<file path="src/assert_macros.svh">
// Assertion macros used by the feature normalizer control module
`ifndef ASSERT_MACROS_SVH
`define ASSERT_MACROS_SVH

// check a condition at every clock edge outside reset
`define WSFN_ASSERT(label, cond, msg) \
	label: assert property (@(posedge clk) disable iff (!arst_n) (cond)) else $error(msg);

// check that an antecedent implies a consequent in the same cycle
`define WSFN_ASSERT_IMP(label, ante, cons, msg) \
	label: assert property (@(posedge clk) disable iff (!arst_n) (ante) |-> (cons)) \
		else $error(msg);

// check that an antecedent implies a consequent in the following cycle
`define WSFN_ASSERT_NXT(label, ante, cons, msg) \
	label: assert property (@(posedge clk) disable iff (!arst_n) (ante) |=> (cons)) \
		else $error(msg);

`endif

</file>
<file path="src/wsfn_pkg.sv">
// Types and constants of the weather sensor feature normalizer
`timescale 1ns / 1ps
`default_nettype none
package wsfn_pkg;

	localparam int NUM_W = 20;
	localparam int MAG_W = 15;
	localparam int RES_W = 16;
	localparam int RSHIFT = 16;

	localparam int P_W = 17;
	localparam int T_W = 15;
	localparam int H_W = 14;

	localparam int P_MIN = 98090;
	localparam int P_SPAN = 6260;
	localparam int T_MIN = -540;
	localparam int T_SPAN = 4620;
	localparam int H_MIN = 1500;
	localparam int H_SPAN = 8500;
	localparam int DEW5_MIN = -6550;
	localparam int DEW5_SPAN = 19550;
	localparam int DEW5_OFS = -10000;
	localparam int DP_MIN = -960;
	localparam int DP_SPAN = 1620;
	localparam int DT_MIN = -2220;
	localparam int DT_SPAN = 4090;
	localparam int DH_MIN = -3700;
	localparam int DH_SPAN = 10200;

	localparam logic signed [T_W-1:0] HYGRO_LOW = -15'sd5000;
	localparam logic signed [T_W-1:0] HYGRO_HIGH = 15'sd10000;

	localparam logic [P_W-1:0] LAST_P_RST = 17'd101300;
	localparam logic signed [T_W-1:0] LAST_T_RST = 15'sd2000;
	localparam logic [H_W-1:0] LAST_H_RST = 14'd5000;

	typedef enum logic [1:0] {
		SAT_ZERO,
		SAT_ONE,
		SAT_CALC
	} wsfn_sat_t;

	typedef struct packed {
		logic load_s1;
		logic load_s2;
		logic load_out;
	} wsfn_adv_t;

	typedef struct packed {
		logic signed [NUM_W-1:0] pres;
		logic signed [NUM_W-1:0] temp;
		logic signed [NUM_W-1:0] hum;
		logic signed [NUM_W-1:0] dew;
		logic signed [NUM_W-1:0] dpres;
		logic signed [NUM_W-1:0] dtemp;
		logic signed [NUM_W-1:0] dhum;
		logic signed [NUM_W-1:0] ppres;
		logic signed [NUM_W-1:0] ptemp;
		logic signed [NUM_W-1:0] phum;
	} wsfn_feat_t;

endpackage
`default_nettype wire

</file>
<file path="src/wsfn_features.sv">
// Working temperature, dew point, deltas and sample history
`timescale 1ns / 1ps
`default_nettype none
module wsfn_features (
	input  logic                                clk,
	input  logic                                arst_n,
	input  wsfn_pkg::wsfn_adv_t                 adv,
	input  logic [wsfn_pkg::P_W-1:0]            pressure,
	input  logic signed [wsfn_pkg::T_W-1:0]     baro_temperature,
	input  logic signed [wsfn_pkg::T_W-1:0]     hygro_temperature,
	input  logic [wsfn_pkg::H_W-1:0]            humidity,
	output wsfn_pkg::wsfn_feat_t                feat
);
	import wsfn_pkg::*;

	logic                    seeded_q;
	logic [P_W-1:0]          last_p_q;
	logic signed [T_W-1:0]   last_t_q;
	logic [H_W-1:0]          last_h_q;

	logic signed [T_W:0]     tsum;
	logic signed [T_W-1:0]   temp;
	logic [P_W-1:0]          prev_p;
	logic signed [T_W-1:0]   prev_t;
	logic [H_W-1:0]          prev_h;
	logic signed [NUM_W-1:0] p_x;
	logic signed [NUM_W-1:0] t_x;
	logic signed [NUM_W-1:0] h_x;
	logic signed [NUM_W-1:0] lp_x;
	logic signed [NUM_W-1:0] lt_x;
	logic signed [NUM_W-1:0] lh_x;

	always_comb begin
		tsum = (T_W+1)'(baro_temperature) + (T_W+1)'(hygro_temperature);
		if (hygro_temperature > HYGRO_LOW && hygro_temperature < HYGRO_HIGH) begin
			temp = T_W'(tsum >>> 1);
		end else begin
			temp = baro_temperature;
		end
		prev_p = seeded_q ? last_p_q : pressure;
		prev_t = seeded_q ? last_t_q : temp;
		prev_h = seeded_q ? last_h_q : humidity;

		p_x = NUM_W'(pressure);
		t_x = NUM_W'(temp);
		h_x = NUM_W'(humidity);
		lp_x = NUM_W'(prev_p);
		lt_x = NUM_W'(prev_t);
		lh_x = NUM_W'(prev_h);

		feat.pres = p_x - NUM_W'(P_MIN);
		feat.temp = t_x - NUM_W'(T_MIN);
		feat.hum = h_x - NUM_W'(H_MIN);
		feat.dew = (t_x <<< 2) + t_x + NUM_W'(DEW5_OFS) + h_x - NUM_W'(DEW5_MIN);
		feat.dpres = p_x - lp_x - NUM_W'(DP_MIN);
		feat.dtemp = t_x - lt_x - NUM_W'(DT_MIN);
		feat.dhum = h_x - lh_x - NUM_W'(DH_MIN);
		feat.ppres = lp_x - NUM_W'(P_MIN);
		feat.ptemp = lt_x - NUM_W'(T_MIN);
		feat.phum = lh_x - NUM_W'(H_MIN);
	end

	// advance history as the request leaves the input register
	always_ff @(posedge clk or negedge arst_n) begin
		if (!arst_n) begin
			seeded_q <= 1'b0;
			last_p_q <= LAST_P_RST;
			last_t_q <= LAST_T_RST;
			last_h_q <= LAST_H_RST;
		end else if (adv.load_s2) begin
			seeded_q <= 1'b1;
			last_p_q <= pressure;
			last_t_q <= temp;
			last_h_q <= humidity;
		end
	end
endmodule
`default_nettype wire

</file>
<file path="config.mk">
export PLATFORM = sky130hd
export DESIGN_NAME = wsfn_features
export DESIGN_NICKNAME = d
export VERILOG_FILES = /design/src/assert_macros.svh /design/src/wsfn_pkg.sv /design/src/wsfn_features.sv
export SDC_FILE = /design/constraint.sdc
export NUM_CORES = 1
export LEC_CHECK = 0
export BUFFER_PORTS_ARGS = -buffer_cell sky130_fd_sc_hd__buf_2
export CAP_MARGIN = 20
export CORE_AREA = 2 2 178 163
export CTS_CLUSTER_DIAMETER = 200
export DETAILED_ROUTE_END_ITERATION = 7
export DIE_AREA = 0 0 180 165
export PLACE_DENSITY = 0.51
export SKIP_LAST_GASP = 1
export SYNTH_ARGS = -nofsm -noshare
export SYNTH_HDL_FRONTEND = slang
export SYNTH_SLANG_ARGS = --single-unit
</file>
<file path="constraint.sdc">
create_clock -name clk -period 5.4 [get_ports clk]
set_input_delay 0.27 -clock clk [delete_from_list [all_inputs] [get_ports clk]]
set_output_delay 0.27 -clock clk [all_outputs]
set_load 0.005 [all_outputs]
</file>
-- Word level (Yosys, flattened, before mapping)
Index checks and enable logic that the tools add are counted.
- register bits after elaboration: 47
- bits of input ports: 66
- output and inout bits: 200
- word-level logic and storage cells: 28
- add/sub/neg operators: 17
- magnitude comparators: 2
- mux-type cells: 4
- reduce and logical (&&, ||, !) cells: 1
- operators by type and width (operator ; count):
    subtractor 17 x 17 -> 18 bit (second input constant) ; 2
    subtractor 15 x 11 -> 16 bit (second input constant) ; 2
    two-way mux 15 bit ; 2
    subtractor 14 x 11 -> 15 bit (second input constant) ; 2
    adder 19 x 15 -> 20 bit ; 1
    subtractor 20 x 14 -> 20 bit (second input constant) ; 1
    adder 18 x 15 -> 19 bit (second input constant) ; 1
    subtractor 18 x 11 -> 19 bit (second input constant) ; 1
    adder 17 x 15 -> 18 bit ; 1
    subtractor 17 x 17 -> 18 bit ; 1
    two-way mux 17 bit ; 1
    subtractor 16 x 13 -> 17 bit (second input constant) ; 1
    adder 15 x 15 -> 16 bit ; 1
    subtractor 15 x 13 -> 16 bit (second input constant) ; 1
    subtractor 15 x 15 -> 16 bit ; 1
    greater-than comparator 15 x 14 -> 1 bit (second input constant) ; 1
    less-than comparator 15 bit (second input constant) ; 1
    subtractor 14 x 14 -> 15 bit ; 1
    two-way mux 14 bit ; 1
    logical AND 1 bit ; 1

-- Logic depth before layout (Yosys ltp)
- word-level depth: 7
- depth in mapped cells: 23
- depth with buffers taken out: 22

-- Worst setup path before layout
OpenSTA, ideal clock, no wires.
- kind: input to output
- start point: in hygro_temperature[6] in the netlist's numbering
- end point: out feat[138] in the netlist's numbering
- data arrival time: 4.660 ns
- data required time: 5.130 ns
- path slack: 0.470 ns
- cell stages on the path: 22
- path buffers: 1
- cell sequence: nor4_1 o21ai_1 o21a_4 nand2_1 buf_2 nor2_1 a21oi_1 inv_1 fa_1 inv_1 ha_1 fa_1 a21o_1 a21oi_1 o21bai_1 a21oi_1 nor2b_1 o2111ai_1 nand2_1 o41a_1 a31oi_1 o31a_1
- RTL lines (element ; RTL line ; source):
    start: declaration ; wsfn_features.sv:10 ; input logic signed [wsfn_pkg::T_W-1:0] hygro_temperature,
    end: declaration ; wsfn_features.sv:12 ; output wsfn_pkg::wsfn_feat_t feat

==> metrics.cfg <==
[cells_and_area]
area_growth_pct=20.7
mostFrequentLayoutCells=buf_2, ha_1, inv_1
n_antenna_cell=0
multiInputGateArea_um2=6880
seq_area_um2=1200
drive_gt1_frac=0.311
nets=1516
final_common_cell=buf_2
fill_cells=2961

[synth]
async_flop_share=1.00
yosysSeqAreaShare=0.136
synth_top_area_cell=ha_1
synthAdderAreaFrac=0.206
ys_warn_count=0
synth_area_um2=8800
synth_edf_count=0
yosys.area_share.simple=0.150
synthMuxAreaShare=0.0968
ys.flop_type=dfrtp_1
synth_xor_area_frac=0.143
ys_seq_elements=47
synth_nets=1271
synth.avg_cell_area_um2=8.23
yosys.cell_types.count=80
synth_cells=1070
synth_area_leaders=ha_1, xnor2_1, dfrtp_1
netlist.area_leader.share=0.169
synth_compound_area_frac=0.181
synth_top_family_by_area=adder cells

[grt]
grtUsageTotal=0.163
gr-total-overflow=0
grt_pass1_wl_um=39300
grt_pass1_vias=7639
antenna_found_initial=0
grt_max_degree=59

[routing]
postRouteAntennaNets=0
drtIter0Drc=262
wl_per_cell_um=14.8
dr_wl_met3_um=1410
drc=0
top_layer=met4
wl_um=24800
dr_wl_met2_um=11500
num_vias=8129
wl_met1_um=11700
drt_first_pass_iters=5
vias_per_cell=4.85

[sta]
worst_slew_pin_slew_ns=0.711
drv_slew=0
skew_ns=0
setup_tns_ns=0
setup_viol=0
finalCriticalPeriod_ns=5.16
rsz0062_at_grt=no
period_share=0.956
hold_violations=0
relSlewSlack=0.520
max_freq_ghz=0.194

[setup_path]
start_kind=input port
critical_path_required_ns=5.13
r2r-end=seeded_q$_DFFE_PN0P_
end_kind=primary output
crit_type=input port to primary output
worstReg2RegStart=seeded_q$_DFFE_PN0P_
reg2reg_slack_ns=4.32
ff2ff_path_depth=2
critPathMaxFanout=3
arrival_ns=4.89

[power]
powerDensity_nw_per_um2=338
power_leakage_nw=5.37
ir_worst_vdd_mv=0.152
finalPower_w=0.00360

[floorplanning]
initial_core_util=0.318
die-area_um2=29700
fp.dieW_um=180
coreArea_um2=27600
fp-row-count=58
die_h_um=165
ios=266

[clock_tree]
cts_buffers=5
cts.clk_slew.worst_paths_ns=0.06
clk_latency_ns=0.30
cts-root-buf=clkbuf_16
cts_tree=built
htree_levels=2
cts_sinks=47
clockBufferDepth=2

[place]
dp_hpwl_um=20900
io_buffers=263
place_congestion=0.861

[run]
maxCapViolCount=0

[run_status]
outcome=completed

[min_path]
hp-class=input port to asynchronous set/reset pin

-- cell families after synthesis --
group	after synthesis
multiplexers	79
XOR/XNOR	144
buffers and inverters	161
flip-flops	47
adder cells (fa/ha/maj)	135
AND/OR/NAND/NOR	268
AO/OA/AOI/OAI	236
-- registers in the layout, indices dropped and copies added (netlist names) --
signal    flops
last_t_q     15
last_h_q     14
seeded_q      1
last_p_q     17
-- per-layer routing --
layer | vias up | GRT usage
li1 | 4194 | -
met1 | 3725 | 0.215
met2 | 198 | 0.281
met3 | 12 | 0.0344
met4 | 0 | 0.0203
met5 | - | 0
-- how the worst max path moves through the flow --
| stage | start | endpoint | slack [ns] |
|---|---|---|---|
| finish | hygro_temperature[0] | feat[136] | 0.24 |
| global route | hygro_temperature[0] | feat[136] | 0.006 |
| CTS | hygro_temperature[0] | feat[136] | 0.03 |
| detailed placement | hygro_temperature[0] | feat[136] | 0.06 |
| global placement | hygro_temperature[0] | feat[136] | 0.09 |
| floorplan | hygro_temperature[6] | feat[138] | 0.47 |
-- power breakdown --
part	internal, W	switching (W)	total (W)	leakage [nW]
clock network	0.000174	0.000148	0.000321	0.0742
registers	0.000408	0.0000258	0.000434	0.520
logic	0.00131	0.00153	0.00284	4.78
total	0.00190	0.00170	0.00360	5.37
-- cells in the mapped netlist (all sizes together) (3+ instances only) --
cell type / n
nor2b: 14
o21ai: 48
o41a: 4
nand4: 9
nor3b: 5
or3: 9
clkbuf: 9
nand2b: 8
nor2: 82
nor4: 4
nand2: 67
a31oi: 9
and2: 6
fa: 16
ha: 119
dfstp: 20
a211oi: 6
a21oi: 83
a21boi: 9
xnor2: 90
o31ai: 4
and4: 4
and3: 5
o21bai: 6
o21a: 13
a211o: 5
o211ai: 6
nand3: 27
nor3: 15
a21o: 21
mux2i: 40
mux2: 39
buf: 45
xor2: 54
inv: 107
or2: 7
o31a: 3
a41oi: 5
dfrtp: 27
-- worst max-delay path, cell delays in order --
cell and delay (ns):
buf_2 0.11, and2_1 0.16, fa_2 0.36, a211o_1 0.36, a21oi_2 0.18, nand2_1 0.07, nand2_1 0.09, inv_1 0.07
fa_1 0.50, inv_1 0.04, ha_1 0.33, fa_2 0.42, a21o_1 0.20, a21oi_2 0.16, o21bai_1 0.09, a21oi_2 0.16
nor2b_1 0.08, o2111ai_1 0.20, nand2_1 0.11, o41a_1 0.45, a31oi_2 0.21, xnor2_1 0.14, buf_2 0.12
-- stage by stage --
stage	setup WS (ns)	std cells	hold WS [ns]	cell area, um^2	utilization
5_1_grt	0.00640	1676	0.147	10600	0.384
3_3_place_gp	0.0931	1665	0.437	10400	0.377
2_1_floorplan	0.470	1070	-0.0256	8800	-
3_5_place_dp	0.0579	1665	0.427	10400	0.377
4_1_cts	0.0252	1673	0.104	10600	0.382
6_report	0.239	1676	0.0454	10600	0.384
-- layout make-up --
type | count | area share
multi-input cells | 862 | 0.647
well taps | 360 | 0.0424
repair buffers | 292 | 0.146
clock inverters | 3 | 0.00212
clock buffers | 5 | 0.0118
inverters | 107 | 0.0378
flip-flops and latches | 47 | 0.113
-- what timing repair did --
item	CTS	global route
hold buffers	0	0
buffers inserted	0	3
setup endpoints to repair	0	10
resized for setup	0	13
(Power assumes the default switching activity.)
