===== config.mk =====
export PLATFORM = sky130hd
export DESIGN_NAME = wsfn_norm_lane
export DESIGN_NICKNAME = d
export VERILOG_FILES = /design/src/assert_macros.svh /design/src/wsfn_pkg.sv /design/src/wsfn_norm_lane.sv
export SDC_FILE = /design/constraint.sdc
export NUM_CORES = 1
export LEC_CHECK = 0
export BUFFER_PORTS_ARGS = -buffer_cell sky130_fd_sc_hd__buf_2
export CORE_MARGIN = 2
export CORE_UTILIZATION = 40
export DETAILED_ROUTE_END_ITERATION = 10
export HOLD_SLACK_MARGIN = 0.1
export RECOVER_POWER = 50
export SYNTH_ARGS = -nofsm -noshare
export SYNTH_HDL_FRONTEND = slang
export SYNTH_SLANG_ARGS = --single-unit

===== constraint.sdc =====
create_clock -name clk -period 9.39 [get_ports clk]
set_input_delay 0.939 -clock clk [delete_from_list [all_inputs] [get_ports clk]]
set_output_delay 0.939 -clock clk [all_outputs]
set_load 0.01 [all_outputs]

===== src/assert_macros.svh =====
// Assertion macros used by the feature normalizer control module
`ifndef ASSERT_MACROS_SVH
`define ASSERT_MACROS_SVH

// check a condition at every clock edge outside reset
`define WSFN_ASSERT(label, cond, msg) \
	label: assert property (@(posedge clk) disable iff (!arst_n) (cond)) else $error(msg);

// check that an antecedent implies a consequent in the same cycle
`define WSFN_ASSERT_IMP(label, ante, cons, msg) \
	label: assert property (@(posedge clk) disable iff (!arst_n) (ante) |-> (cons)) \
		else $error(msg);

// check that an antecedent implies a consequent in the following cycle
`define WSFN_ASSERT_NXT(label, ante, cons, msg) \
	label: assert property (@(posedge clk) disable iff (!arst_n) (ante) |=> (cons)) \
		else $error(msg);

`endif


===== src/wsfn_pkg.sv =====
// Types and constants of the weather sensor feature normalizer
`timescale 1ns / 1ps
`default_nettype none
package wsfn_pkg;

	localparam int NUM_W = 20;
	localparam int MAG_W = 15;
	localparam int RES_W = 16;
	localparam int RSHIFT = 16;

	localparam int P_W = 17;
	localparam int T_W = 15;
	localparam int H_W = 14;

	localparam int P_MIN = 98090;
	localparam int P_SPAN = 6260;
	localparam int T_MIN = -540;
	localparam int T_SPAN = 4620;
	localparam int H_MIN = 1500;
	localparam int H_SPAN = 8500;
	localparam int DEW5_MIN = -6550;
	localparam int DEW5_SPAN = 19550;
	localparam int DEW5_OFS = -10000;
	localparam int DP_MIN = -960;
	localparam int DP_SPAN = 1620;
	localparam int DT_MIN = -2220;
	localparam int DT_SPAN = 4090;
	localparam int DH_MIN = -3700;
	localparam int DH_SPAN = 10200;

	localparam logic signed [T_W-1:0] HYGRO_LOW = -15'sd5000;
	localparam logic signed [T_W-1:0] HYGRO_HIGH = 15'sd10000;

	localparam logic [P_W-1:0] LAST_P_RST = 17'd101300;
	localparam logic signed [T_W-1:0] LAST_T_RST = 15'sd2000;
	localparam logic [H_W-1:0] LAST_H_RST = 14'd5000;

	typedef enum logic [1:0] {
		SAT_ZERO,
		SAT_ONE,
		SAT_CALC
	} wsfn_sat_t;

	typedef struct packed {
		logic load_s1;
		logic load_s2;
		logic load_out;
	} wsfn_adv_t;

	typedef struct packed {
		logic signed [NUM_W-1:0] pres;
		logic signed [NUM_W-1:0] temp;
		logic signed [NUM_W-1:0] hum;
		logic signed [NUM_W-1:0] dew;
		logic signed [NUM_W-1:0] dpres;
		logic signed [NUM_W-1:0] dtemp;
		logic signed [NUM_W-1:0] dhum;
		logic signed [NUM_W-1:0] ppres;
		logic signed [NUM_W-1:0] ptemp;
		logic signed [NUM_W-1:0] phum;
	} wsfn_feat_t;

endpackage
`default_nettype wire


===== src/wsfn_norm_lane.sv =====
// One min-max normalizer lane: clamp, reciprocal multiply, rounding fix
`timescale 1ns / 1ps
`default_nettype none
module wsfn_norm_lane #(
	parameter int FRAC_BITS = 15,
	parameter int SPAN = 1620
) (
	input  logic                                clk,
	input  wsfn_pkg::wsfn_adv_t                 adv,
	input  logic signed [wsfn_pkg::NUM_W-1:0]   num,
	output logic [wsfn_pkg::RES_W-1:0]          res
);
	import wsfn_pkg::*;

	localparam int RW = FRAC_BITS + 6;
	localparam int PW = MAG_W + RW;
	localparam int CW = FRAC_BITS + 18;
	localparam logic [RW-1:0] RECIP = RW'((64'd1 << (FRAC_BITS + RSHIFT)) / SPAN);
	localparam logic signed [NUM_W-1:0] SPAN_N = NUM_W'(SPAN);
	localparam logic [PW:0] HALF = (PW+1)'(1) << (RSHIFT - 1);
	localparam logic [FRAC_BITS:0] ONE = {1'b1, {FRAC_BITS{1'b0}}};
	localparam logic [CW-1:0] SPAN_C = CW'(SPAN);
	localparam logic [CW-1:0] DIV_C = CW'(2 * SPAN);

	wsfn_sat_t            sat_c;
	logic [MAG_W-1:0]     mag_c;
	logic [PW:0]          prod_c;
	logic [FRAC_BITS:0]   q0_c;
	wsfn_sat_t            sat_s2;
	logic [MAG_W-1:0]     mag_s2;
	logic [FRAC_BITS:0]   q0_s2;
	logic [CW-1:0]        lhs;
	logic [CW-1:0]        rhs;
	logic [FRAC_BITS:0]   q_c;
	logic [FRAC_BITS+16:0] q_ext;
	logic [RES_W-1:0]     res_q;

	always_comb begin
		if (num <= 0) begin
			sat_c = SAT_ZERO;
		end else if (num >= SPAN_N) begin
			sat_c = SAT_ONE;
		end else begin
			sat_c = SAT_CALC;
		end
		mag_c = num[MAG_W-1:0];
		prod_c = (PW+1)'(mag_c) * (PW+1)'(RECIP) + HALF;
		q0_c = prod_c[RSHIFT +: FRAC_BITS+1];
	end

	always_ff @(posedge clk) begin
		if (adv.load_s2) begin
			sat_s2 <= sat_c;
			mag_s2 <= mag_c;
			q0_s2 <= q0_c;
		end
	end

	// estimate is exact or one low; bump it when the next step still fits
	always_comb begin
		rhs = (CW'(mag_s2) << (FRAC_BITS + 1)) + SPAN_C;
		lhs = (CW'(q0_s2) + CW'(1)) * DIV_C;
		case (sat_s2)
			SAT_ZERO: q_c = '0;
			SAT_ONE:  q_c = ONE;
			SAT_CALC: q_c = q0_s2 + (FRAC_BITS+1)'(lhs <= rhs);
			default:  q_c = '0;
		endcase
		q_ext = (FRAC_BITS+17)'(q_c);
	end

	always_ff @(posedge clk) begin
		if (adv.load_out) begin
			res_q <= q_ext[RES_W-1:0];
		end
	end

	assign res = res_q;
endmodule
`default_nettype wire

# After elaboration in Yosys (flattened, before gate mapping)
# Cells that the tools add are included.
# word_totals
reg_bits,49
output_inout_bits,16
in_bits,24
# classes
n_addsub,4
mux,2
multipliers,2
order_cmp,3
n_eq_ne,2
# op_table
cell,n
31-bit by 11-bit adder with 32-bit output (second input constant),1
32-bit by 16-bit adder with 32-bit output (second input constant),1
29-bit by 32-bit less-or-equal comparator with 1-bit output,1
15-bit by 21-bit multiplier with 32-bit output (second input constant),1
16-bit one-hot mux with 2 select lines,1
17-bit by 9-bit multiplier with 26-bit output (second input constant),1
20-bit by 12-bit >= comparator with 1-bit output (second input constant),1
20-bit by 1-bit less-or-equal comparator with 1-bit output (second input constant),1
16-bit by 1-bit adder with 17-bit output (second input constant),1
16-bit by 1-bit adder with 16-bit output,1
2-bit by 1-bit == test with 1-bit output (second input constant),1
2-bit == test (second input constant),1
2-bit 2-to-1 mux,1

# Longest topological paths before layout
# Gate-level depths: netlist (run 1).
# logic_depth
word_depth,5
mapped_depth,34

# Worst setup path after synthesis (run 1)
# No wires, ideal clock.
# synth_timing
kind,reg2reg
start,register q0_s2[3]
end,"register res_q[14], in the netlist res[14], data pin"
n_path_buf,3
setup_ns,0.266
path_stages_with_launch,34
slack_ns,2.413
t_arrival_ns,6.711
path_cell_list,edfxtp_1 > buf_2 > and3_1 > buf_4 > and3_1 > buf_4 > nand2_4 > or2_4 > xnor2_1 > inv_1 > fa_1 > inv_1 > fa_1 > inv_1 > fa_1 > inv_1 > ha_1 > nand4_1 > nor2_1 > a211o_1 > nor2_1 > o21ai_0 > xor2_1 > ha_1 > and4_1 > a221oi_1 > nor3b_1 > a41o_1 > ha_1 > ha_1 > nand2_1 > nor3_1 > xnor2_1 > nor2_1
# synth_between
elab_chain_cells,5
# synth_lines
item,line_no,text
from (decl),wsfn_norm_lane.sv:31,logic [FRAC_BITS:0] q0_s2;
from (signal assigned),wsfn_norm_lane.sv:55,q0_s2 <= q0_c;
16-bit by 1-bit adder with 17-bit output,wsfn_norm_lane.sv:62,lhs = (CW'(q0_s2) + CW'(1)) * DIV_C;
17-bit by 9-bit multiplier with 26-bit output,wsfn_norm_lane.sv:62,
29-bit by 32-bit less-or-equal comparator with 1-bit output,wsfn_norm_lane.sv:66,SAT_CALC: q_c = q0_s2 + (FRAC_BITS+1)'(lhs <= rhs);
16-bit by 1-bit adder with 16-bit output (*),wsfn_norm_lane.sv:66,
16-bit one-hot mux with 2 select lines (*),wsfn_norm_lane.sv:63,case (sat_s2)
via q_c[14],wsfn_norm_lane.sv:34,logic [FRAC_BITS:0] q_c;
to (signal assigned),wsfn_norm_lane.sv:74,res_q <= q_ext[RES_W-1:0];
to (decl),wsfn_norm_lane.sv:36,logic [RES_W-1:0] res_q;
# The timed path passes the listed nets; every way through them passes the cells marked *.
# A chain may end at the register's enable or synchronous reset.

# Worst setup path in the final report (run 1)
# layout_timing
start,register q0_s2[2]
end,"register res_q[14], in the netlist res[14], data pin"
# The elaborated chain is that of the path after synthesis.

==> impl_metrics.py, run 1 <==
metrics = {
    "critical_path": {
        "crit_top_cell": "ha_1",
        "end_kind": "register",
        "cp.required_ps": 9430,
        "arrival_ps": 8330,
        "critPathLaunchType": "register",
        "critPathSlowestCell": "edfxtp_1",
        "worstPathMaxFanout": 7,
        "crit_type": "register to register",
        "regToRegSetupSlack_ps": 1090,
        "crit_path_max_incr_delay_ps": 530,
    },
    "yosys": {
        "synth_enable_flop_cells": 49,
        "ys_async_sr_fraction_pct": 0,
        "post-synth-top-count-cell": "ha_1",
        "syn_area_mm2": 0.0108,
        "synth_top_cell_area_share_pct": 30.9,
        "synth_ff_type": "edfxtp_1",
        "yosysTopAreaCell": "ha_1",
        "synthCells": 1121,
        "yosys-top-cells-area": "ha_1, fa_1, edfxtp_1",
        "yosysWarnings": 0,
        "synth_seq_cells": 49,
        "synth_cell_types": 63,
        "synth_fp_nets": 1522,
        "avgSynthCellArea_um2": 9.60,
        "synthTopCellsByCount": "ha_1, inv_1, fa_1, edfxtp_1, nor2_1",
        "synth_seq_area_share_pct": 13.7,
    },
    "drt": {
        "wl_per_cell_um": 15.2,
        "drt_iter0_drc": 298,
        "drt-total-wl_um": 22700,
        "ant_nets": 0,
        "routed_via_density": 5.12,
        "drc": 0,
        "via_count": 7643,
        "dr.pass1.iters": 4,
    },
    "floorplan": {
        "coreArea_mm2": 0.0267,
        "num_rows": 60,
        "num_io_pins": 40,
        "die_w_um": 168,
        "start_util_pct": 40.4,
        "die_h_um": 168,
        "die-area_mm2": 0.0282,
    },
    "clock_tree": {
        "ctsResizeCount": 0,
        "cts-root-buf": "clkbuf_16",
        "cts_buffers": 5,
        "tritoncts": "yes",
        "clkTransAtPathRegs_ps": 70,
        "cts_buffer_depth": 2,
        "post_cts_buffers": 0,
        "cts.sinks": 49,
        "htree_levels": 2,
        "clock_insertion_delay_worst_skew_ps": 290,
        "hold_buffers": 0,
    },
    "run": {
        "maxCapViolations": 1,
    },
    "sta": {
        "drv_slew": 34,
        "fin_setup_tns_ps": 0,
        "finalHoldViolCount": 0,
        "fmax_mhz": 121,
        "timing.final.ws_setup_ps": 1090,
        "min_period_ps": 8300,
        "min_period_over_period_pct": 88.3,
        "tightest_slew_ps": 1820,
        "rsz0062_at_grt": "no",
        "relSlewSlack_pct": -21.4,
        "finClkSkew_ps": 7.29,
        "setup_viol": 0,
    },
    "place": {
        "portBuffers": 38,
        "detailedPlace.worstSlack_ps": 1120,
        "place_hpwl_um": 19800,
        "dp.cells": 1486,
        "gp_congestion": 0.851,
    },
    "global_routing": {
        "grt_usage_pct": 16.6,
        "grt_pass1_wl_um": 37800,
        "grt_max_degree": 34,
        "grt-ovfl-total": 0,
        "grt_pass1_vias": 7824,
        "antenna_found_initial": 0,
    },
    "layout": {
        "n_antenna_cell": 0,
        "seqCellArea_mm2": 0.00147,
        "final_net_count": 1553,
        "area_delta_synth_final_pct": 6.40,
        "drive_above_1_share_pct": 3.99,
        "fillers": 2594,
        "instances_no_fill": 1494,
        "multi_input_area_mm2": 0.00824,
        "final_util_pct": 43.0,
    },
    "run_status": {
        "outcome": "finished, violations left",
        "violations": "max-capacitance violations, max-slew violations",
    },
    "hold_path": {
        "hp-class": "register to register",
    },
}
-- layout by cell type (no fill, tap or decap), types with 4 or more instances in the layout --
cell         n
o21ai_0     31
inv_1      261
nor2b_1     10
nand3_1     17
edfxtp_1    49
xor2_1      30
o21bai_1     5
clkbuf_1    17
buf_2       21
clkbuf_16    5
and4_1       4
and2_1       7
a21o_1      20
xnor2_1     46
a211oi_1     7
nand2b_1     7
and3_1       8
a21oi_1     44
nand4_1     17
or3_1        6
nor2_1      49
nand2_1     33
a221oi_1     4
nor3_1      14
fa_1       111
ha_1       266
o21a_1       5
a31oi_1      6
-- kinds of logic after synthesis --
family	after synthesis	share of synthesized area (%)
adder cells (fa/ha/maj)	377	51.6
buffers and inverters	275	9.80
AND/OR/NAND/NOR	187	9.02
AO/OA/AOI/OAI	154	9.42
XOR/XNOR	77	6.34
flip-flops	49	13.7
multiplexers	2	0.198
-- per-layer routing --
layer,routed length (um),vias up,GRT usage (%)
met3,321,22,0.729
met5,0,-,0
met2,11500,81,30.8
met4,384,0,3.71
met1,10500,3757,21.5
li1,-,3783,-
-- layout make-up --
cell class / count / area share [%]
Inverter: 261 / 8.55
Sequential cell: 49 / 12.8
Multi-Input combinational cell: 797 / 71.9
Clock buffer: 5 / 1.09
Timing Repair Buffer: 38 / 1.47
Clock inverter: 3 / 0.382
Tap cell: 341 / 3.73
-- sequential cells by signal (all words and copies together) (netlist names) --
signal  flops
sat_s2      2
mag_s2     15
q0_s2      16
res        16
-- critical path: cells and delay by family, from the launching register on --
kind | cells | cell delay, ps
xor+xnor | 2 | 640
compound gates | 10 | 2150
simple gates | 8 | 1760
flops | 1 | 530
buf+inv | 2 | 90
fa+ha+maj | 8 | 2870
-- final timing paths --
kind,from,depth (start not counted),to
min reg2reg,sat_s2[1]$_SDFFCE_PP0P_,2,res[15]$_DFFE_PP_
min,sat_s2[1]$_SDFFCE_PP0P_,2,res[15]$_DFFE_PP_
max,q0_s2[2]$_DFFE_PP_,30,res[14]$_DFFE_PP_
max reg2reg,q0_s2[2]$_DFFE_PP_,30,res[14]$_DFFE_PP_
-- per-stage QoR --
stage / hold WS, ps / cell area [um^2]
after global routing: 739 / 11500
after floorplan: 654 / 10800
after detailed placement: 682 / 11300
after CTS: 697 / 11500
after global placement: 676 / 11300
final: 694 / 11500
Power of run 1 is left out: the tool's default activity adds up to more than one toggle a clock period on the data nets, which glitch-free logic cannot reach.
==> run 2, diff against run 1 <==
--- a/config.mk
+++ b/config.mk
@@ -7,9 +7,10 @@
 export LEC_CHECK = 0
 export BUFFER_PORTS_ARGS = -buffer_cell sky130_fd_sc_hd__buf_2
 export CORE_MARGIN = 2
-export CORE_UTILIZATION = 40
+export CORE_UTILIZATION = 50
 export DETAILED_ROUTE_END_ITERATION = 10
 export HOLD_SLACK_MARGIN = 0.1
+export PLACE_DENSITY = 0.67
 export RECOVER_POWER = 50
 export SYNTH_ARGS = -nofsm -noshare
 export SYNTH_HDL_FRONTEND = slang
==> run 2 against run 1 <==
Effect of this change: maximum frequency decreased by 0.39%; clock-buffer cell count unchanged; critical path type unchanged; utilization grew 11 points; critical endpoint unchanged; non-clock buffer count stayed put; sequential share of layout area increased by 0.11 points; the flow still finishes with violations (max-capacitance violations, max-slew violations); largest cell class unchanged; first-iteration DRC count increased by 14%.
==> impl_metrics.py, run 2 (synthesized netlist as in run 1, its figures left out) <==
metrics = {
    "clock_tree": {
        "cts_buffers": 5,
        "ctsResizeCount": 0,
        "clkTransAtPathRegs_ps": 70,
        "cts.sinks": 49,
        "post_cts_buffers": 0,
        "clock_insertion_delay_worst_skew_ps": 300,
        "htree_levels": 2,
        "cts-root-buf": "clkbuf_16",
        "tritoncts": "yes",
        "hold_buffers": 0,
        "cts_buffer_depth": 2,
    },
    "layout": {
        "multi_input_area_mm2": 0.00824,
        "area_delta_synth_final_pct": 5.50,
        "final_common_cell": "ha_1",
        "seqCellArea_mm2": 0.00147,
        "final_util_pct": 53.9,
        "drive_above_1_share_pct": 3.99,
        "n_antenna_cell": 0,
        "final_area_mm2": 0.0114,
        "final_cell_mix": "ha_1, inv_1, fa_1",
        "final_net_count": 1553,
        "fillers": 1909,
    },
    "sta": {
        "fmax_mhz": 120,
        "timing.final.ws_setup_ps": 1060,
        "min_period_ps": 8330,
        "setup_viol": 0,
        "rsz0062_at_grt": "no",
        "drv_slew": 34,
        "fin_setup_tns_ps": 0,
        "min_period_over_period_pct": 88.7,
        "finClkSkew_ps": 4.88,
        "relSlewSlack_pct": -22.2,
        "finalHoldViolCount": 0,
        "tightest_slew_ps": 1830,
    },
    "global_routing": {
        "grt_usage_pct": 20.7,
        "grt_pass1_vias": 7530,
        "grt_pass1_wl_um": 36500,
        "grt_max_degree": 34,
        "grt-ovfl-total": 0,
        "antenna_found_initial": 0,
    },
    "critical_path": {
        "crit_type": "register to register",
        "end_kind": "register",
        "r2r_start": "q0_s2[3]$_DFFE_PP_",
        "crit_buf_inv": 2,
        "worstPathMaxFanout": 7,
        "regToRegSetupSlack_ps": 1060,
        "r2r_cells": 30,
        "crit_path_max_incr_delay_ps": 520,
        "cp.required_ps": 9430,
        "crit_top_cell": "ha_1",
        "cpLargestDelayFamily": "adder cells",
        "r2r_end": "res[14]$_DFFE_PP_",
        "arrival_ps": 8360,
        "critPathLaunchType": "register",
        "critPathSlowestCell": "fa_1",
    },
    "hold_path": {
        "holdPathStages": 2,
        "hp-start": "sat_s2[1]$_SDFFCE_PP0P_",
        "min_to": "res[15]$_DFFE_PP_",
        "hp-class": "register to register",
    },
    "run_status": {
        "violations": "max-capacitance violations, max-slew violations",
        "outcome": "finished, violations left",
    },
    "drt": {
        "drt_iter0_drc": 341,
        "via_count": 7607,
        "drt-total-wl_um": 22100,
        "ant_nets": 0,
        "dr.pass1.iters": 5,
        "routed_via_density": 5.33,
        "drc": 0,
        "wl_per_cell_um": 15.5,
    },
    "place": {
        "gp_congestion": 0.925,
        "portBuffers": 38,
        "detailedPlace.worstSlack_ps": 1080,
        "place_hpwl_um": 19200,
        "placed_cell_area_mm2": 0.0112,
    },
    "floorplan": {
        "num_rows": 53,
        "coreArea_mm2": 0.0211,
        "die_h_um": 151,
        "start_util_pct": 51.0,
        "num_io_pins": 40,
        "die-area_mm2": 0.0227,
        "die_w_um": 151,
    },
    "run": {
        "maxCapViolations": 1,
    },
}
run 2: changes by cell type in the layout (fill, tap and decap cells not counted):
cell / before / now
bufinv_16: 1 / 0
inv_8: 0 / 1
clkinv_2: 1 / 0
clkinv_4: 0 / 1
run 2: routing by layer:
| layer | wire length (um) | vias to the layer above | track usage, % |
|---|---|---|---|
| met5 | 0 | - | 0 |
| li1 | - | 3784 | - |
| met2 | 10800 | 124 | 36.5 |
| met4 | 558 | 0 | 5.65 |
| met3 | 601 | 30 | 1.94 |
| met1 | 10200 | 3669 | 27.1 |
run 2: metrics by stage:
stage / hold slack (ps) / instances
after floorplan: 654 / 1121
after global placement: 677 / 1420
after detailed placement: 675 / 1420
after CTS: 692 / 1428
after global routing: 748 / 1428
final: 691 / 1428
run 2: worst max-delay path by stage:
stage | startpoint | endpoint | slack (ps) | cells past startpoint
after floorplan | q0_s2[3]$_DFFE_PP_ | res[14]$_DFFE_PP_ | 2410 | 33
after global placement | q0_s2[3]$_DFFE_PP_ | res[14]$_DFFE_PP_ | 1160 | 30
after detailed placement | q0_s2[3]$_DFFE_PP_ | res[14]$_DFFE_PP_ | 1080 | 30
after CTS | q0_s2[3]$_DFFE_PP_ | res[14]$_DFFE_PP_ | 1040 | 30
after global routing | q0_s2[3]$_DFFE_PP_ | res[14]$_DFFE_PP_ | 420 | 30
final | q0_s2[3]$_DFFE_PP_ | res[14]$_DFFE_PP_ | 1060 | 30
run 2: worst min-delay path, delay by kind of cell (launching register included):
| family | cells | cell delay [ps] |
|---|---|---|
| fa+ha+maj | 1 | 140 |
| simple gates | 1 | 40 |
| flops | 1 | 350 |
run 2: area by class of cell:
cell class	instances	share of cell area [%]
clock buffer	5	1.10
clock inverter	3	0.253
inverter	261	8.63
multi-input combinational	797	72.5
sequential	49	13.0
tap	275	3.03
timing repair buffer	38	1.49
Power of run 2 is left out for the same reason.
