--- src/assert_macros.svh ---
// Assertion macros used by the feature normalizer control module
`ifndef ASSERT_MACROS_SVH
`define ASSERT_MACROS_SVH

// check a condition at every clock edge outside reset
`define WSFN_ASSERT(label, cond, msg) \
	label: assert property (@(posedge clk) disable iff (!arst_n) (cond)) else $error(msg);

// check that an antecedent implies a consequent in the same cycle
`define WSFN_ASSERT_IMP(label, ante, cons, msg) \
	label: assert property (@(posedge clk) disable iff (!arst_n) (ante) |-> (cons)) \
		else $error(msg);

// check that an antecedent implies a consequent in the following cycle
`define WSFN_ASSERT_NXT(label, ante, cons, msg) \
	label: assert property (@(posedge clk) disable iff (!arst_n) (ante) |=> (cons)) \
		else $error(msg);

`endif

--- src/wsfn_pkg.sv ---
// Types and constants of the weather sensor feature normalizer
`timescale 1ns / 1ps
`default_nettype none
package wsfn_pkg;

	localparam int NUM_W = 20;
	localparam int MAG_W = 15;
	localparam int RES_W = 16;
	localparam int RSHIFT = 16;

	localparam int P_W = 17;
	localparam int T_W = 15;
	localparam int H_W = 14;

	localparam int P_MIN = 98090;
	localparam int P_SPAN = 6260;
	localparam int T_MIN = -540;
	localparam int T_SPAN = 4620;
	localparam int H_MIN = 1500;
	localparam int H_SPAN = 8500;
	localparam int DEW5_MIN = -6550;
	localparam int DEW5_SPAN = 19550;
	localparam int DEW5_OFS = -10000;
	localparam int DP_MIN = -960;
	localparam int DP_SPAN = 1620;
	localparam int DT_MIN = -2220;
	localparam int DT_SPAN = 4090;
	localparam int DH_MIN = -3700;
	localparam int DH_SPAN = 10200;

	localparam logic signed [T_W-1:0] HYGRO_LOW = -15'sd5000;
	localparam logic signed [T_W-1:0] HYGRO_HIGH = 15'sd10000;

	localparam logic [P_W-1:0] LAST_P_RST = 17'd101300;
	localparam logic signed [T_W-1:0] LAST_T_RST = 15'sd2000;
	localparam logic [H_W-1:0] LAST_H_RST = 14'd5000;

	typedef enum logic [1:0] {
		SAT_ZERO,
		SAT_ONE,
		SAT_CALC
	} wsfn_sat_t;

	typedef struct packed {
		logic load_s1;
		logic load_s2;
		logic load_out;
	} wsfn_adv_t;

	typedef struct packed {
		logic signed [NUM_W-1:0] pres;
		logic signed [NUM_W-1:0] temp;
		logic signed [NUM_W-1:0] hum;
		logic signed [NUM_W-1:0] dew;
		logic signed [NUM_W-1:0] dpres;
		logic signed [NUM_W-1:0] dtemp;
		logic signed [NUM_W-1:0] dhum;
		logic signed [NUM_W-1:0] ppres;
		logic signed [NUM_W-1:0] ptemp;
		logic signed [NUM_W-1:0] phum;
	} wsfn_feat_t;

endpackage
`default_nettype wire

--- src/wsfn_ctrl.sv ---
// Valid tracking and stall control of the three register stages
`timescale 1ns / 1ps
`default_nettype none
`include "assert_macros.svh"
module wsfn_ctrl (
	input  logic                clk,
	input  logic                arst_n,
	input  logic                sample_valid,
	output logic                sample_ready,
	output logic                feature_valid,
	input  logic                feature_ready,
	output wsfn_pkg::wsfn_adv_t adv
);
	import wsfn_pkg::*;

	logic vld_s1;
	logic vld_s2;
	logic vld_q;
	logic all_full;

	always_comb begin
		adv.load_out = vld_s2 && (!vld_q || feature_ready);
		adv.load_s2 = vld_s1 && (!vld_s2 || adv.load_out);
		sample_ready = !vld_s1 || adv.load_s2;
		adv.load_s1 = sample_valid && sample_ready;
	end

	always_ff @(posedge clk or negedge arst_n) begin
		if (!arst_n) begin
			vld_s1 <= 1'b0;
			vld_s2 <= 1'b0;
			vld_q <= 1'b0;
		end else begin
			if (adv.load_s1) begin
				vld_s1 <= 1'b1;
			end else if (adv.load_s2) begin
				vld_s1 <= 1'b0;
			end
			if (adv.load_s2) begin
				vld_s2 <= 1'b1;
			end else if (adv.load_out) begin
				vld_s2 <= 1'b0;
			end
			if (adv.load_out) begin
				vld_q <= 1'b1;
			end else if (feature_ready) begin
				vld_q <= 1'b0;
			end
		end
	end

	assign feature_valid = vld_q;
	assign all_full = vld_s1 && vld_s2 && vld_q;

	`WSFN_ASSERT_IMP(a_s2_load_src, adv.load_s2, vld_s1, "stage 2 loaded from empty stage 1")
	`WSFN_ASSERT_IMP(a_full_blocks, all_full && !feature_ready, !sample_ready, "request taken when full")
	`WSFN_ASSERT_NXT(a_s1_drains, vld_s1 && !vld_s2, vld_s2, "stage 1 stuck before empty stage 2")
	`WSFN_ASSERT_IMP(a_out_source, $rose(vld_q), $past(vld_s2), "result without stage 2 data")
endmodule
`default_nettype wire

--- config.mk ---
export PLATFORM = sky130hd
export DESIGN_NAME = wsfn_ctrl
export DESIGN_NICKNAME = d
export VERILOG_FILES = /design/src/wsfn_pkg.sv /design/src/wsfn_ctrl.sv
export VERILOG_INCLUDE_DIRS = /design/src /design/src/src
export SDC_FILE = /design/constraint.sdc
export NUM_CORES = 1
export LEC_CHECK = 0
export ABC_AREA = 1
export ABC_CLOCK_PERIOD_IN_PS = 1700
export BUFFER_PORTS_ARGS = -buffer_cell sky130_fd_sc_hd__buf_2
export CORE_AREA = 2 2 39 41
export DETAILED_ROUTE_END_ITERATION = 8
export DIE_AREA = 0 0 41 43
export PLACE_DENSITY = 0.3
export SKIP_LAST_GASP = 1
export SLEW_MARGIN = 5
export SYNTH_ARGS = -nofsm -noshare
export SYNTH_HDL_FRONTEND = slang
export SYNTH_SLANG_ARGS = --single-unit
--- constraint.sdc ---
create_clock -name clk -period 1.7 [get_ports clk]
set_clock_uncertainty 0.2 [all_clocks]
set_input_delay 0.085 -clock clk [delete_from_list [all_inputs] [get_ports clk]]
set_output_delay 0.085 -clock clk [all_outputs]
set_load 0.02 [all_outputs]
# Word-level counts from Yosys, hierarchy flattened
# Index checks and enable logic that the tools add are counted.
[word_totals] reg_bits=3 latch_bits=0 mem_bits_rw=0 romBits=0 output_inout_bits=5 elab_cells=21 mem_count=0
[op_classes] addsub=0 n_mul=0 div=0 n_lt_le_gt_ge=0 n_eq_ne=0 shifts=0 mux=6 bitwise_logic=0 reduce_logical=12
[op_table] operator="1-bit two-way mux" n=6
[op_table] operator="2-bit nonzero test" n=3
[op_table] operator="1-bit logical AND" n=3
[op_table] operator="1-bit logical NOT" n=3
[op_table] operator="1-bit logical OR" n=3

# Depth between registers and ports, before layout
# Gate-level depths: netlist of the first run.
[depth] ltp_word=8 ltp_mapped=4 ltp_nobuf=4

# Worst setup path before layout of the first run
# OpenSTA, ideal clock, no wires.
[synth_path] path_type="register -> output" startpoint="reg vld_q (netlist: feature_valid)" endpoint="out adv[2] (netlist bit)" t_arrival_ns=0.938 required_ns=1.415 path_slack_ns=0.477 path_stages_with_launch=4 path_buffers=0 cell_sequence="dfrtp_1 nand4_2 nand2_1 inv_1"
[synth_lines] item="from (decl)" line_no="wsfn_ctrl.sv:18" rtl="logic vld_q;"
[synth_lines] item="from (signal assigned)" line_no="wsfn_ctrl.sv:32" rtl="vld_q <= 1'b0;"
[synth_lines] item="from (signal assigned)" line_no="wsfn_ctrl.sv:45" rtl="vld_q <= 1'b1;"
[synth_lines] item="from (signal assigned)" line_no="wsfn_ctrl.sv:47" rtl="vld_q <= 1'b0;"
[synth_lines] item="to (decl)" line_no="wsfn_ctrl.sv:12" rtl="output wsfn_pkg::wsfn_adv_t adv"

# Final worst setup path of the first run
[layout_path] startpoint="in feature_ready" endpoint="reg vld_s1"
[layout_via] elab_chain_len=7 word_cells_on_any_way=8 classes_between="1 x mux; 7 x reduce/logical"
[layout_lines] item="from (decl)" line_no="wsfn_ctrl.sv:11" rtl="input logic feature_ready,"
[layout_lines] item="1-bit logical OR *" line_no="wsfn_ctrl.sv:22" rtl="adv.load_out = vld_s2 && (!vld_q || feature_ready);"
[layout_lines] item="1-bit logical AND *" line_no="wsfn_ctrl.sv:22"
[layout_lines] item="1-bit logical OR *" line_no="wsfn_ctrl.sv:23" rtl="adv.load_s2 = vld_s1 && (!vld_s2 || adv.load_out);"
[layout_lines] item="1-bit logical AND *" line_no="wsfn_ctrl.sv:23"
[layout_lines] item="1-bit logical OR" line_no="wsfn_ctrl.sv:24" rtl="sample_ready = !vld_s1 || adv.load_s2;"
[layout_lines] item="1-bit logical AND" line_no="wsfn_ctrl.sv:25" rtl="adv.load_s1 = sample_valid && sample_ready;"
[layout_lines] item="1-bit two-way mux / 2-bit nonzero test (equally long branches)"
[layout_lines] item="to (signal assigned)" line_no="wsfn_ctrl.sv:30" rtl="vld_s1 <= 1'b0;"
[layout_lines] item="to (signal assigned)" line_no="wsfn_ctrl.sv:35" rtl="vld_s1 <= 1'b1;"
[layout_lines] item="to (signal assigned)" line_no="wsfn_ctrl.sv:37" rtl="vld_s1 <= 1'b0;"
[layout_lines] item="to (decl)" line_no="wsfn_ctrl.sv:16" rtl="logic vld_s1;"
# Every way passes the cells marked *; elsewhere a longest branch is shown, timed or not.
# A chain may end at the register's enable or synchronous reset.

==> qor.yml, run 1 <==
timing:
  slew_violations: 0
  finalWorstSetupSlack_ps: 117
  hold_violations: 0
  whs_ps: 318
  slew_headroom: 0.890
  rsz0062_at_grt: "false"
  fmax_mhz: 632
  min_period_ps: 1580
  tns_ps: 0
  finalCritPeriodShare: 0.931
  worstMarginPinSlew_ps: 164
  finalSetupViolCount: 0
placement:
  dpl_cell_area_sq_um: 199
  dp_cells: 41
  gp_congestion: 0.484
  dp_slack_ps: 627
  portBuffers: 8
logic_synthesis:
  yosys_warnings: 0
  synthAdderAreaFrac: 0
  synth_cell_types: 6
  synth_seq_cells: 3
  syn_avg_cell_area_sq_um: 8.17
  synthCells: 17
  syn_area_sq_um: 139
  synth_nets: 21
  synth_top_family_by_area: "simple AND/OR/NAND/NOR gates"
  yosys.area_share.xor_xnor: 0
  synth_simple_gate_area_frac: 0.288
  synth_seq_area_share: 0.541
  synth_mux_area_frac: 0
  synth_compound_area_frac: 0.0360
route:
  drt.antenna.violating_nets: 0
  viasPerCell: 3.22
  wl_per_cell_um: 7.46
  drt-total-wl_um: 373
  drt-pass1-iter-count: 1
  via_count: 161
  drc: 0
  drt_iter0_markers: 0
pwr:
  total_power_uw: 298
  powerDensity_nw_per_um2: 1080
  p_leak_nw: 0.154
  vdd_drop_max_uv: 272
floorplanning:
  floorplan.die.width_um: 41
  die_y_um: 43
  start_util: 0.100
  boundaryPins: 9
  rows: 14
  die_area_sq_um: 1760
  core_area_sq_um: 1380
final_layout:
  antennaDiodeCount: 0
  finalInstanceArea_sq_um: 275
  nNetsFinal: 39
  finalNonFillerCells: 50
  finish.utilization: 0.199
  syn_to_final_growth_pct: 98.2
  drive_gt1_frac: 0.353
critical_path:
  r2r_cells: 3
  cp.required_ps: 1670
  crit_fanout: 4
  crit_type: "primary input to flop"
  start_kind: "primary input"
  crit_end: "vld_s1$_DFFE_PN0P_"
  crit_chain: "dlygate4sd3_1 -> buf_2 -> inv_1 -> nand4_2 -> nand2_1 -> dlygate4sd3_1"
  cpMaxStageDelayCell: "dlygate4sd3_1"
  timing.reg2reg.setup_slack_ps: 240
  reg2reg_from: "feature_valid$_DFFE_PN0P_"
  slowest_delay_ps: 540
  end_kind: "flop"
  cpMostUsedCell: "dlygate4sd3_1"
  critical_path.startpoint: "feature_ready"
  cp.arrival_ps: 1550
  regToRegEndpoint: "vld_s1$_DFFE_PN0P_"
clock_network:
  htree_levels: 1
  cts_buffer_depth: 2
  clk_pin_slew_ps: 40
  post_cts_buffers: 0
  clk_latency_ps: 230
  cts_tree: "yes"
  cts_sinks: 3
  cts-root-buf: "clkbuf_4"
  cts_made_buffers: 3
grt:
  grt_pass1_wl_um: 648
  grt_pass1_vias: 173
  antenna_found_initial: 0
  grt_max_degree: 6
  grt.total_usage: 0.0613
  overflow: 0
min_path:
  hold_class: "flop to flop"
  whs_path_depth: 2
job:
  drv_cap: 0
status:
  status: "complete, no violations"
## power by group
part,total (mW),internal (mW),switching [mW]
clock network,0.124,0.0879,0.0364
registers,0.0944,0.0832,0.0113
logic,0.0795,0.0325,0.0471
## worst max-delay path: cells and delay by family
kind	cells	cell delay, ps
buffers and inverters	4	1290
AND/OR/NAND/NOR	2	180
## routing by layer
metal / track usage / wire length [um] / vias up
met4: 0.0600 / 0 / 0
met1: 0.0548 / 176 / 69
met5: 0 / 0 / -
met2: 0.0813 / 147 / 9
met3: 0.0471 / 49 / 0
li1: - / - / 83
## cell type report
| cell class | instances | area, sq um |
|---|---|---|
| inverters | 5 | 18.8 |
| flip-flops and latches | 3 | 75.1 |
| fillers | 160 | 1110 |
| multi-input cells | 9 | 45.0 |
| repair buffers | 13 | 90.1 |
| well taps | 16 | 20.0 |
| clock buffers | 4 | 26.3 |
## cell usage in the layout, fill, tap and decap left out
cell           netlist  final
nand3_1              1      1
dlygate4sd3_1        0      5
nand4_2              1      1
a21oi_1              1      1
inv_1                5      5
clkbuf_1             0      1
dfrtp_1              3      3
clkbuf_4             0      3
buf_2                0      8
nand2_1              6      6
## kinds of logic after synthesis
group	count (synthesis)
and+or+nand+nor	8
buffers and inverters	5
DFF	3
AOI/OAI and AO/OA	1
## flip-flops by register name, indices dropped and copies added, names as in the netlist
name           cells
feature_valid      1
vld_s1             1
vld_s2             1
## cells in the mapped netlist
master	count	area, sq um
nand3_1	1	5.00
a21oi_1	1	5.00
nand2_1	6	22.5
nand4_2	1	12.5
inv_1	5	18.8
dfrtp_1	3	75.1
## worst min path at each step
stage / from / end / slack (ps)
2_1_floorplan: arst_n / feature_valid$_DFFE_PN0P_ / -410
3_3_place_gp: arst_n / feature_valid$_DFFE_PN0P_ / -310
3_5_place_dp: arst_n / feature_valid$_DFFE_PN0P_ / -310
4_1_cts: vld_s1$_DFFE_PN0P_ / vld_s2$_DFFE_PN0P_ / 330
5_1_grt: vld_s1$_DFFE_PN0P_ / vld_s2$_DFFE_PN0P_ / 360
6_report: vld_s1$_DFFE_PN0P_ / vld_s2$_DFFE_PN0P_ / 320
## repair_timing
item / in CTS / in global routing
setup endpoints to repair: 0 / 0
hold endpoints to repair: 6 / 0
resized for setup: 0 / 0
hold buffers: 5 / 0
No activity file was read; power rests on OpenSTA's default activity.
==> run 2: changes to the inputs <==
- RECOVER_POWER: not set -> 100
==> qor.yml, run 2 (synthesis results as in run 1) <==
status:
  status: "complete, no violations"
final_layout:
  multiInputGateArea_sq_um: 45.0
  nNetsFinal: 39
  antennaDiodeCount: 0
  fill_cells: 159
  finalNonFillerCells: 50
  drive_gt1_frac: 0.235
  syn_to_final_growth_pct: 94.6
  seq_area_sq_um: 75.1
  layout_commonest_cell: "nand2_1"
  final_cell_mix: "nand2_1 (6), inv_1 (5), clkbuf_1 (5), dlygate4sd3_1 (5), buf_2 (4)"
timing:
  slew_violations: 0
  finalSetupViolCount: 0
  min_period_ps: 1580
  rsz0062_at_grt: "false"
  fmax_mhz: 631
  tns_ps: 0
  hold_violations: 0
  worstMarginPinSlew_ps: 262
  finalCritPeriodShare: 0.932
  slew_headroom: 0.826
critical_path:
  cpMaxStageDelayCell: "dlygate4sd3_1"
  crit_type: "primary input to flop"
  cp.arrival_ps: 1550
  cp.required_ps: 1670
  slowest_delay_ps: 540
  cpMostUsedCell: "dlygate4sd3_1"
  crit_buf_inv: 4
  end_kind: "flop"
  start_kind: "primary input"
  crit_chain: "dlygate4sd3_1 -> buf_2 -> inv_1 -> nand4_2 -> nand2_1 -> dlygate4sd3_1"
  crit_fanout: 4
  cp_top_family: "buffers and inverters"
pwr:
  powerDensity_nw_per_um2: 1090
  p_leak_nw: 0.144
  vdd_drop_max_uv: 272
  total_power_uw: 295
route:
  via_count: 161
  viasPerCell: 3.22
  drt-pass1-iter-count: 1
  drt-met1-wl_um: 178
  drt_iter0_markers: 0
  wl_per_cell_um: 7.54
  drt-total-wl_um: 377
  maxUsedRoutingLayer: "met3"
  wl_met2_um: 147
  route.met3.wl_um: 51
  drc: 0
  drt.antenna.violating_nets: 0
clock_network:
  cts_sinks: 3
  cts_made_buffers: 3
  cts_tree: "yes"
  cts-root-buf: "clkbuf_4"
  htree_levels: 1
  cts_buffer_depth: 2
  cts-resized-gates: 0
  clk_latency_ps: 230
  clk_pin_slew_ps: 40
grt:
  grt_max_degree: 6
  grt_pass1_wl_um: 648
  overflow: 0
  grt_pass1_vias: 173
  grt.total_usage: 0.0613
  antenna_found_initial: 0
floorplanning:
  die_y_um: 43
  core_area_sq_um: 1380
  boundaryPins: 9
  start_util: 0.100
  floorplan.die.width_um: 41
  rows: 14
  die_area_sq_um: 1760
job:
  drv_cap: 0
placement:
  gp_congestion: 0.484
  dp_cells: 41
  portBuffers: 8
min_path:
  hold_class: "flop to flop"
-- run 2: cell types whose count changed in the layout (fill, tap and decap cells not counted), sizes merged --
| cell | change |
|---|---|
| buf | -4 |
| clkbuf | +4 |
-- run 2: cell type report --
class,count,share of cell area
multi-input cells,9,0.167
inverters,5,0.0694
well taps,16,0.0741
clock buffers,4,0.0972
flip-flops and latches,3,0.278
repair buffers,13,0.315
-- run 2: tightest hold or removal path: stages, from the launching register on --
cell and delay [ps]:
dfrtp_1 350, nand2_1 70, nand2_1 60
-- run 2: final timing paths --
path / start / to / cells past startpoint / slack (ps)
worst max-delay path: feature_ready / vld_s1$_DFFE_PN0P_ / 6 / 120
worst min-delay path: vld_s1$_DFFE_PN0P_ / vld_s2$_DFFE_PN0P_ / 2 / 320
worst max register to register: feature_valid$_DFFE_PN0P_ / vld_s1$_DFFE_PN0P_ / 3 / 240
worst min register to register: vld_s1$_DFFE_PN0P_ / vld_s2$_DFFE_PN0P_ / 2 / 320
max in group asynchronous: arst_n / feature_valid$_DFFE_PN0P_ / 3 / 590
min in group asynchronous: arst_n / vld_s2$_DFFE_PN0P_ / 3 / 550
-- run 2: metal layers --
metal  GRT usage  vias up
li1            -       83
met1      0.0548       69
met2      0.0813        9
met3      0.0471        0
met4      0.0600        0
met5           0        -
-- run 2: timing repair --
| action | in CTS | in global routing |
|---|---|---|
| hold endpoints to repair | 6 | 0 |
| setup buffers | 0 | 0 |
| hold buffers | 5 | 0 |
-- run 2: through the flow --
stage	util	instance area [sq um]	hold WS [ps]	worst slack, ps
detailed placement	0.144	199	-314	627
global route	0.195	270	355	47.0
global placement	0.144	199	-315	627
CTS	0.199	275	330	120
finish	0.195	270	318	116
floorplan	-	139	-411	477
-- run 2: power by group --
group          internal (mW)  switching (mW)
Sequential            0.0832          0.0114
Combinational         0.0283          0.0476
Clock                 0.0879          0.0364
==> run 3: changes to the inputs <==
- ABC_CLOCK_PERIOD_IN_PS: 1700 -> 1500
- clock period: 1.7 -> 1.5 ns (I/O delays scaled with it)
==> qor.yml, run 3 (synthesis results as in run 1) <==
route:
  drt-total-wl_um: 370
  drt.antenna.violating_nets: 0
  drc: 0
  viasPerCell: 3.18
  via_count: 156
  drt-pass1-iter-count: 3
  drt_iter0_markers: 5
  wl_per_cell_um: 7.55
clock_network:
  cts_sinks: 3
  htree_levels: 1
  cts_buffer_depth: 2
  cts_made_buffers: 3
  cts_tree: "yes"
  clk_latency_ps: 230
  cts-root-buf: "clkbuf_4"
  clk_pin_slew_ps: 40
status:
  violations: "hold timing"
  status: "finished with violations"
critical_path:
  cpMaxStageDelayCell: "dfrtp_1"
  cp.arrival_ps: 1060
  crit_chain: "a21oi_1 -> clkbuf_1"
  cp_top_family: "flip-flops"
  cp.required_ps: 1220
  reg2reg_from: "feature_valid$_DFFE_PN0P_"
  crit_buf_inv: 1
  crit_type: "flop to primary output"
  end_kind: "primary output"
  r2r_cells: 3
  timing.reg2reg.setup_slack_ps: 530
  start_kind: "flop"
  crit_fanout: 5
  regToRegEndpoint: "vld_s2$_DFFE_PN0P_"
  slowest_delay_ps: 420
grt:
  antenna_found_initial: 0
  grt_pass1_wl_um: 621
  grt.total_usage: 0.0643
  overflow: 0
  grt_max_degree: 6
  grt_pass1_vias: 168
pwr:
  powerDensity_nw_per_um2: 1250
  p_leak_nw: 0.155
  vdd_drop_max_uv: 259
final_layout:
  fill_cells: 149
  syn_to_final_growth_pct: 90.1
  layout_commonest_cell: "nand2_1"
  multiInputGateArea_sq_um: 45.0
  finalInstanceArea_sq_um: 264
  seq_area_sq_um: 75.1
  nNetsFinal: 38
  final_cell_mix: "nand2_1 (6), inv_1 (5), clkbuf_1 (4), buf_2 (4)"
  finish.utilization: 0.191
  antennaDiodeCount: 0
  drive_gt1_frac: 0.273
placement:
  portBuffers: 8
  dpl_cell_area_sq_um: 199
  dp_slack_ps: 416
  place_hpwl_um: 260
  gp_congestion: 0.497
timing:
  finalWorstSetupSlack_ps: 166
  hold_violations: 1
  fmax_mhz: 750
  rsz0062_at_grt: "false"
  slew_violations: 0
  finalSetupViolCount: 0
  slew_headroom: 0.833
  whs_ps: -15.8
  tns_ps: 0
  finalCritPeriodShare: 0.889
  min_period_ps: 1330
  worstMarginPinSlew_ps: 251
floorplanning:
  floorplan.die.width_um: 41
  rows: 14
  die_area_sq_um: 1760
  boundaryPins: 9
  core_area_sq_um: 1380
  start_util: 0.100
  die_y_um: 43
min_path:
  worstHoldStart: "feature_ready"
  hold_class: "primary input to flop"
  hold_end: "vld_s1$_DFFE_PN0P_"
  whs_path_depth: 4
job:
  drv_cap: 0
==> run 3: changes by cell type in the layout (fill, tap and decap cells not counted), sizes merged <==
cell | previous run | this run
dlygate4sd3 | 5 | 3
dlymetal6s4s | 0 | 1
==> run 3: area by class of cell <==
cell class / instances / area share
Clock buffer: 4 / 0.0995
Inverter: 5 / 0.0711
Multi-Input combinational cell: 9 / 0.171
Sequential cell: 3 / 0.284
Tap cell: 16 / 0.0758
Timing Repair Buffer: 12 / 0.299
==> run 3: through the flow <==
step | cells | power [mW]
2_1_floorplan | 17 | 0.158
5_1_grt | 49 | 0.362
3_5_place_dp | 41 | 0.188
3_3_place_gp | 41 | 0.186
6_report | 49 | 0.331
4_1_cts | 50 | 0.347
==> run 3: layer usage <==
metal | routed length [um] | GRT usage
met5 | 0 | 0
met4 | 0 | 0.100
met3 | 50 | 0.0471
met2 | 149 | 0.0719
met1 | 169 | 0.0547
==> run 3: worst register-to-register path: cells and delay by family, from the launching register on <==
family        cells  cell delay, ps
flops             1             410
simple gates      3             250
==> run 3: power breakdown <==
part / leakage (nW) / switching [mW] / total (mW) / internal [mW]
Combinational: 0.107 / 0.0528 / 0.0835 / 0.0307
Clock: 0.0150 / 0.0405 / 0.140 / 0.0996
Sequential: 0.0332 / 0.0133 / 0.108 / 0.0943
Total: 0.155 / 0.107 / 0.331 / 0.225
==> run 3: what timing repair did <==
item	in CTS	in global routing
hold buffers	5	0
setup endpoints to repair	0	2
resized for setup	0	1
hold endpoints to repair	6	0
buffers inserted	0	0
==> run 3: worst max path at each step <==
stage | start | end | slack [ps] | depth (start not counted)
after floorplan | feature_valid$_DFFE_PN0P_ | adv[2] | 290 | 3
after global placement | feature_valid$_DFFE_PN0P_ | adv[1] | 440 | 4
after detailed placement | feature_valid$_DFFE_PN0P_ | adv[2] | 420 | 4
after CTS | feature_valid$_DFFE_PN0P_ | vld_s1$_DFFE_PN0P_ | 20 | 3
after global routing | feature_valid$_DFFE_PN0P_ | adv[0] | 90 | 2
final | feature_valid$_DFFE_PN0P_ | adv[0] | 170 | 2
